File: config.mk
export PLATFORM = sky130hd
export DESIGN_NAME = psm_cell
export DESIGN_NICKNAME = d
export VERILOG_FILES = /design/src/hw/rtl/psm_pkg.sv /design/src/hw/rtl/psm_cell.sv
export SDC_FILE = /design/constraint.sdc
export NUM_CORES = 1
export LEC_CHECK = 0
export ABC_AREA = 1
export BUFFER_PORTS_ARGS = -buffer_cell sky130_fd_sc_hd__buf_2
export CAP_MARGIN = 30
export CORE_ASPECT_RATIO = 1.4
export CORE_MARGIN = 4
export CORE_UTILIZATION = 53
export CTS_BUF_LIST = sky130_fd_sc_hd__clkbuf_16
export CTS_CLUSTER_SIZE = 28
export DETAILED_ROUTE_END_ITERATION = 8
export MAX_ROUTING_LAYER = met4
export PLACE_DENSITY = 0.95
export RECOVER_POWER = 100
export SLEW_MARGIN = 20
export SYNTH_ARGS = -nofsm -noshare
export SYNTH_HDL_FRONTEND = slang
export SYNTH_SLANG_ARGS = --single-unit
File: constraint.sdc
create_clock -name clk_i -period 2 [get_ports clk_i]
set_input_delay 0 -clock clk_i [delete_from_list [all_inputs] [get_ports clk_i]]
set_output_delay 0 -clock clk_i [all_outputs]
set_load 0.005 [all_outputs]
File: src/hw/rtl/psm_pkg.sv
`timescale 1ns / 1ps

package psm_pkg;

  // Width of an element as it arrives on the input channel.
  localparam int unsigned ValueW = 32;
  // Width of the difference target minus element, kept exact without wrap.
  localparam int unsigned WantW = ValueW + 1;
  // Width of the index fields on the result channel.
  localparam int unsigned OutIdxW = 6;

  // Result codes of one array.
  typedef enum logic [1:0] {
    STATUS_PAIR     = 2'd0,
    STATUS_NONE     = 2'd1,
    STATUS_OVERFLOW = 2'd2
  } status_e;

  // Control bits that travel with one request slot down the cell chain.
  typedef struct packed {
    logic    valid;      // slot holds a request
    logic    alive;      // request still takes part in its array's search
    logic    ends;       // request carries the end mark
    logic    hit;        // a matching earlier element has been found
    logic    res_valid;  // request yields a result
    status_e status;     // result code when res_valid is set
  } slot_ctrl_t;

endpackage

File: src/hw/rtl/psm_cell.sv
`timescale 1ns / 1ps

module psm_cell #(
  parameter int unsigned STORE_DEPTH = 64,
  parameter int unsigned INDEX       = 0
) (
  input  logic                             clk_i,
  input  logic                             rst_ni,
  input  logic                             advance_i,
  input  psm_pkg::slot_ctrl_t              ctrl_i,
  input  logic [$clog2(STORE_DEPTH+1)-1:0] idx_i,
  input  logic [$clog2(STORE_DEPTH)-1:0]   hit_idx_i,
  input  logic [psm_pkg::ValueW-1:0]       value_i,
  input  logic [psm_pkg::WantW-1:0]        want_i,
  output psm_pkg::slot_ctrl_t              ctrl_o,
  output logic [$clog2(STORE_DEPTH+1)-1:0] idx_o,
  output logic [$clog2(STORE_DEPTH)-1:0]   hit_idx_o,
  output logic [psm_pkg::ValueW-1:0]       value_o,
  output logic [psm_pkg::WantW-1:0]        want_o
);

  localparam int unsigned CntW = $clog2(STORE_DEPTH + 1);
  localparam int unsigned HitW = $clog2(STORE_DEPTH);

  // Stored element of this position and the mark that the array closed here.
  logic [psm_pkg::ValueW-1:0] stored_q;
  logic                       closed_q;

  psm_pkg::slot_ctrl_t        ctrl_d, ctrl_q;
  logic [HitW-1:0]            hit_idx_d, hit_idx_q;
  logic [CntW-1:0]            idx_q;
  logic [psm_pkg::ValueW-1:0] value_q;
  logic [psm_pkg::WantW-1:0]  want_q;
  logic                       store_en;
  logic                       close_en;

  // An earlier position compares its element; the request's own position
  // either stores the element or closes the array on a pair.
  always_comb begin
    ctrl_d    = ctrl_i;
    hit_idx_d = hit_idx_i;
    store_en  = 1'b0;
    close_en  = 1'b0;
    if (ctrl_i.valid && ctrl_i.alive) begin
      if (idx_i > CntW'(INDEX)) begin
        if (closed_q) begin
          ctrl_d.alive = 1'b0;
        end else if ({stored_q[psm_pkg::ValueW-1], stored_q} == want_i) begin
          ctrl_d.hit = 1'b1;
          hit_idx_d  = HitW'(INDEX);
        end
      end else if (idx_i == CntW'(INDEX)) begin
        if (ctrl_i.hit) begin
          ctrl_d.res_valid = 1'b1;
          ctrl_d.status    = psm_pkg::STATUS_PAIR;
          close_en         = 1'b1;
        end else begin
          store_en = 1'b1;
          if (ctrl_i.ends) begin
            ctrl_d.res_valid = 1'b1;
            ctrl_d.status    = psm_pkg::STATUS_NONE;
          end
        end
      end
    end
  end

  // Control state of the slot and of the position.
  always_ff @(posedge clk_i or negedge rst_ni) begin
    if (!rst_ni) begin
      ctrl_q   <= '0;
      closed_q <= 1'b0;
    end else if (advance_i) begin
      ctrl_q <= ctrl_d;
      if (close_en) begin
        closed_q <= 1'b1;
      end else if (store_en) begin
        closed_q <= 1'b0;
      end
    end
  end

  // Payload of the slot and the stored element.
  always_ff @(posedge clk_i) begin
    if (advance_i) begin
      idx_q     <= idx_i;
      hit_idx_q <= hit_idx_d;
      value_q   <= value_i;
      want_q    <= want_i;
      if (store_en) begin
        stored_q <= value_i;
      end
    end
  end

  assign ctrl_o    = ctrl_q;
  assign idx_o     = idx_q;
  assign hit_idx_o = hit_idx_q;
  assign value_o   = value_q;
  assign want_o    = want_q;

endmodule
# Word level (Yosys, flattened, before mapping)
# Index checks and enable logic that the tools add are counted.
dict set report totals {
  regBits 118
  input_bits 88
  output_inout_bits 85
  word_cells 44
}
dict set report op_classes {
  order_cmp 1
  eq_ne 1
  n_mux 25
  n_reduce_logical 5
}
# operator count
set ops {}
lappend ops {{equality test 33 bit} 1}
lappend ops {{2-to-1 mux 6 bit} 4}
lappend ops {{2-to-1 mux 1 bit} 16}
lappend ops {{2-to-1 mux 3 bit} 4}
lappend ops {{greater-than comparator 7 x 1 -> 1 bit (second input constant)} 1}
lappend ops {{logical NOT 7 bit} 1}
lappend ops {{2-to-1 mux 4 bit} 1}
lappend ops {{AND reduction 2 bit} 2}
lappend ops {{nonzero test 2 bit} 1}
lappend ops {{logical AND 1 bit} 1}

# Depth between registers and ports, before layout
dict set report logic_depth {
  depth_word 6
  depth_mapped 10
  depth_no_buf 10
}

# Least setup slack after synthesis
# Ideal clock, no wire load.
dict set report synth_timing {
  path_kind {input to register}
  start {in idx_i[5]}
  end {reg stored_q[0] (netlist name) (enable)}
  setup_time_ps 423
  t_arrival_ps 1853
  required_time_ps 1577
  slack_ps -275
  path_stages 5
  path_buffers 0
  cell_sequence {nor2_1 > nand2_1 > nor2_4 > nand4_1 > nor2_1}
}
dict set report synth_between {
  elab_chain_cells 5
  word_cells_on_any_way 6
  cone_classes {order compare: 1; mux: 3; reduce/logical: 2}
}
# element line
set synth_lines {}
lappend synth_lines {{start: declaration} psm_cell.sv:11} ;# input logic [$clog2(STORE_DEPTH+1)-1:0] idx_i,
lappend synth_lines {{parallel branches: the longest is 2 deep, another holds greater-than comparator 7 x 1 -> 1 bit} --}
lappend synth_lines {{2-to-1 mux 1 bit *} psm_cell.sv:45} ;# if (idx_i > CntW'(INDEX)) begin
lappend synth_lines {{2-to-1 mux 1 bit *} psm_cell.sv:44} ;# if (ctrl_i.valid && ctrl_i.alive) begin
lappend synth_lines {{AND reduction 2 bit (no line) *} --}
lappend synth_lines {{end signal: assignment} psm_cell.sv:91} ;# stored_q <= value_i;
lappend synth_lines {{end: declaration} psm_cell.sv:26} ;# logic [psm_pkg::ValueW-1:0] stored_q;
# Mark *: on every way between the ends.
# A chain may end at the register's enable or synchronous reset.

# Worst setup path in the final report
dict set report layout_timing {
  start {reg stored_q[28] (netlist name)}
  end {reg hit_idx_q[5] (netlist: hit_idx_o[5]) (data pin)}
}
dict set report layout_between {
  elab_chain_cells 5
}
# element line
set layout_lines {}
lappend layout_lines {{equality test 33 bit} psm_cell.sv:48} ;# end else if ({stored_q[psm_pkg::ValueW-1], stored_q} == want_i) begin
lappend layout_lines {{2-to-1 mux 6 bit} psm_cell.sv:48}
lappend layout_lines {{2-to-1 mux 6 bit} psm_cell.sv:46} ;# if (closed_q) begin
lappend layout_lines {{2-to-1 mux 6 bit} psm_cell.sv:45}
lappend layout_lines {{2-to-1 mux 6 bit} psm_cell.sv:44}
lappend layout_lines {{via hit_idx_d[5]} psm_cell.sv:30} ;# logic [HitW-1:0] hit_idx_d, hit_idx_q;
lappend layout_lines {{end signal: assignment} psm_cell.sv:87} ;# hit_idx_q <= hit_idx_d;
lappend layout_lines {{end: declaration} psm_cell.sv:30}
# The timed path passes the listed nets, and every way through them passes these cells.

==> out/metrics.csv <==
stage,metric,value,unit
outcome,status,"finished, final reports clean",
timing,finalCritPeriodShare,0.864,
cts,h-tree-depth,4,
timing,slew_viol_final,0,
yosys,yosysWarnings,0,
global_route,antenna_found_initial,2,
finish,drive_gt1_frac,0.117,
power,ir_drop,0.00121,V
cts,cts.repair.resized,0,
timing,hold_viol,0,
floorplanning,rows,40,
place,place_congestion,0.899,
worst_setup_path,critPathMaxStageDelay,0.35,ns
global_route,grt_pass1_wl,23500,µm
detailed_routing,wl_per_cell,19.4,µm
worst_setup_path,cp-start-kind,flop,
timing,grt_setup_unrepaired,false,
worst_setup_path,cp.depth,9,
global_route,track_usage,0.315,
floorplanning,ios,173,
yosys,syn-num-nets,478,
worst_setup_path,critical_path_class,flop to flop,
global_route,grt_overflow,0,
worst_hold_path,min_path_cells,1,
worst_setup_path,setup.worst_path.end_class,flop,
worst_setup_path,cp.arrival,1.88,ns
detailed_routing,routed_wl,15400,µm
floorplanning,start_util,0.542,
timing,fin_skew,0.00829,ns
timing,fmax,0.579,GHz
detailed_routing,drc,0,
worst_setup_path,path_delay_family,simple AND/OR/NAND/NOR gates,
place,portBuffers,172,
timing,slew_headroom,0.749,
floorplanning,core_area,0.00861,mm²
floorplanning,dieHeight,119,µm
cts,clock_latency,0.41,ns
place,placedCellCount,669,
worst_setup_path,crit_path_top_delay_cell,edfxtp_1,
cts,tritoncts,done,
yosys,synth_area_per_cell,12.0,µm²
yosys,yosys.cell_types.count,22,
place,hpwl,8590,µm
worst_setup_path,startpoint,stored_q[28]$_DFFE_PP_,
finish,stdcell_area,0.00702,mm²
finish,fin_cells,791,
worst_setup_path,cp.required,2.15,ns
worst_hold_path,hp-start,advance_i,
floorplanning,design.die.area,0.0104,mm²
worst_setup_path,path_max_fanout,6,
detailed_routing,drtIter0Drc,475,
worst_setup_path,rr_startpoint,stored_q[28]$_DFFE_PP_,
cts,cts-buffers-inserted,17,
cts,path_clk_slew,0.06,ns
finish,fillCellCount,501,
timing,tightest_slew,0.377,ns
place,placedInstanceArea,0.00570,mm²
timing,min_period,1.73,ns
yosys,synthesis.area,0.00466,mm²
worst_setup_path,crit_chain,inv_1 > nand2_1 > o21ai_0 > nor2_1 > nand2_1 > nor2_1 > nand3_1 > nor2_4 > nor2_1,
finish,nets,759,
yosys,synth_cells,390,
worst_setup_path,rr_worst_depth,9,
finish,final-seq-area,0.00350,mm²
worst_setup_path,cpMostUsedCell,nor2_1,
detailed_routing,drtPass1Iterations,7,
cts,clk_path_buf_depth,2,
finish,multi_input_area,881,µm²
floorplanning,dieWidth,87.3,µm
power,cellPowerDensity,936,mW/mm²
cts,ctsRootBufferMaster,clkbuf_16,
power,leakagePower,0.00298,µW
worst_setup_path,rrSetupSlack,0.27,ns
cts,cts.sinks,118,
worst_hold_path,hold_class,primary input to flop,
finish,syn_to_final_growth,50.5,%
yosys,ys_ff_latch,118,
detailed_routing,antenna_left,0,
timing,setup_viol,0,
timing,final.setup.tns,0,ns
run,max_cap_violations,0,
detailed_routing,via_per_inst,5.40,
yosys,yosysSeqAreaShare,0.751,
global_route,grt_max_degree,65,
detailed_routing,num_vias,4270,
global_route,grt_pass1_vias,4617,
worst_setup_path,crit_buf_inv,1,
-- area by class of cell --
class,instances,share of cell area
diodes,2,0.000713
multi-input cells,200,0.126
clock inverters,15,0.0241
clock buffers,17,0.0606
well taps,105,0.0187
flip-flops and latches,118,0.499
repair buffers,262,0.233
inverters,72,0.0385
-- timing repair --
| action | CTS | global route |
|---|---|---|
| endpoints found under the setup margin | 0 | 0 |
| hold buffers | 88 | 0 |
| setup buffers | 0 | 0 |
| hold endpoints to repair | 126 | 0 |
-- power by group --
group	total, µW	switching (µW)	leakage [µW]	internal (µW)
registers	2910	46.5	0.00114	2860
logic	566	300	0.00154	266
clock network	3100	1050	0.000296	2040
-- routing by layer --
metal / track usage / vias to the layer above / share of wire
met5: - / - / 0
met2: 0.546 / 350 / 0.54
li1: - / 1839 / -
met3: 0.0775 / 93 / 0.090
met4: 0.181 / 0 / 0.061
met1: 0.310 / 1988 / 0.31
-- layout by cell type, fill, tap and decap left out, types with 3 or more instances in the layout --
master,instances
edfxtp_1,110
nor2_1,45
inv_1,74
bufinv_16,4
nand4_1,3
buf_2,48
clkbuf_1,122
dlygate4sd3_1,88
o21ai_0,9
clkinv_2,3
nand3_1,11
clkbuf_16,17
xnor2_1,7
nand2_1,107
dfrtp_1,8
o21ai_1,4
clkinv_1,5
-- stage by stage --
step,hold slack [ns],worst slack (ns),power (µW),utilization
3_3_place_gp,-0.159,0.548,3360,0.663
4_1_cts,0.0214,0.387,6520,0.834
6_report,0.0186,0.273,6570,0.815
3_5_place_dp,-0.155,0.406,3380,0.663
5_1_grt,0.0189,0.170,6750,0.815
2_1_floorplan,-0.296,0.252,3060,-
-- logic make-up (layout without fill, tap and decap cells) --
family / Yosys count / in the layout / share of synthesized area
AO/OA/AOI/OAI: 20 / 20 / 0.0242
XOR/XNOR: 9 / 9 / 0.0169
buffers and inverters: 72 / 366 / 0.0580
flip-flops: 118 / 118 / 0.751
other: 0 / 2 / 0
AND/OR/NAND/NOR: 171 / 171 / 0.149
-- flip-flops by register name (all words and copies together), names as in the netlist --
signal and count:
want_o 33, stored_q 32, value_o 32, ctrl_o 7, idx_o 7, hit_idx_o 6, closed_q 1
-- synth_stat cells (all sizes together) --
library cell,instances,area [µm²]
dfrtp,8,200
nand3b,1,7.51
nand3,11,55.1
o21ai,13,65.1
edfxtp,110,3300
a31oi,1,6.26
xor2,2,17.5
xnor2,7,61.3
o2111ai,1,8.76
o31ai,1,7.51
o22ai,1,6.26
inv,72,270
a21oi,2,10.0
nor3,2,20.0
nand4,3,18.8
nand2,107,402
nor2,47,194
a41oi,1,8.76
-- final timing paths --
check | end
max | hit_idx_o[5]$_DFFE_PP_
min | want_o[15]$_DFFE_PP_
max reg2reg | hit_idx_o[5]$_DFFE_PP_
min reg2reg | ctrl_o[4]$_DFFE_PN0P_
max in group asynchronous | closed_q$_DFFE_PN0P_
min in group asynchronous | ctrl_o[4]$_DFFE_PN0P_
(Power assumes the default switching activity.)
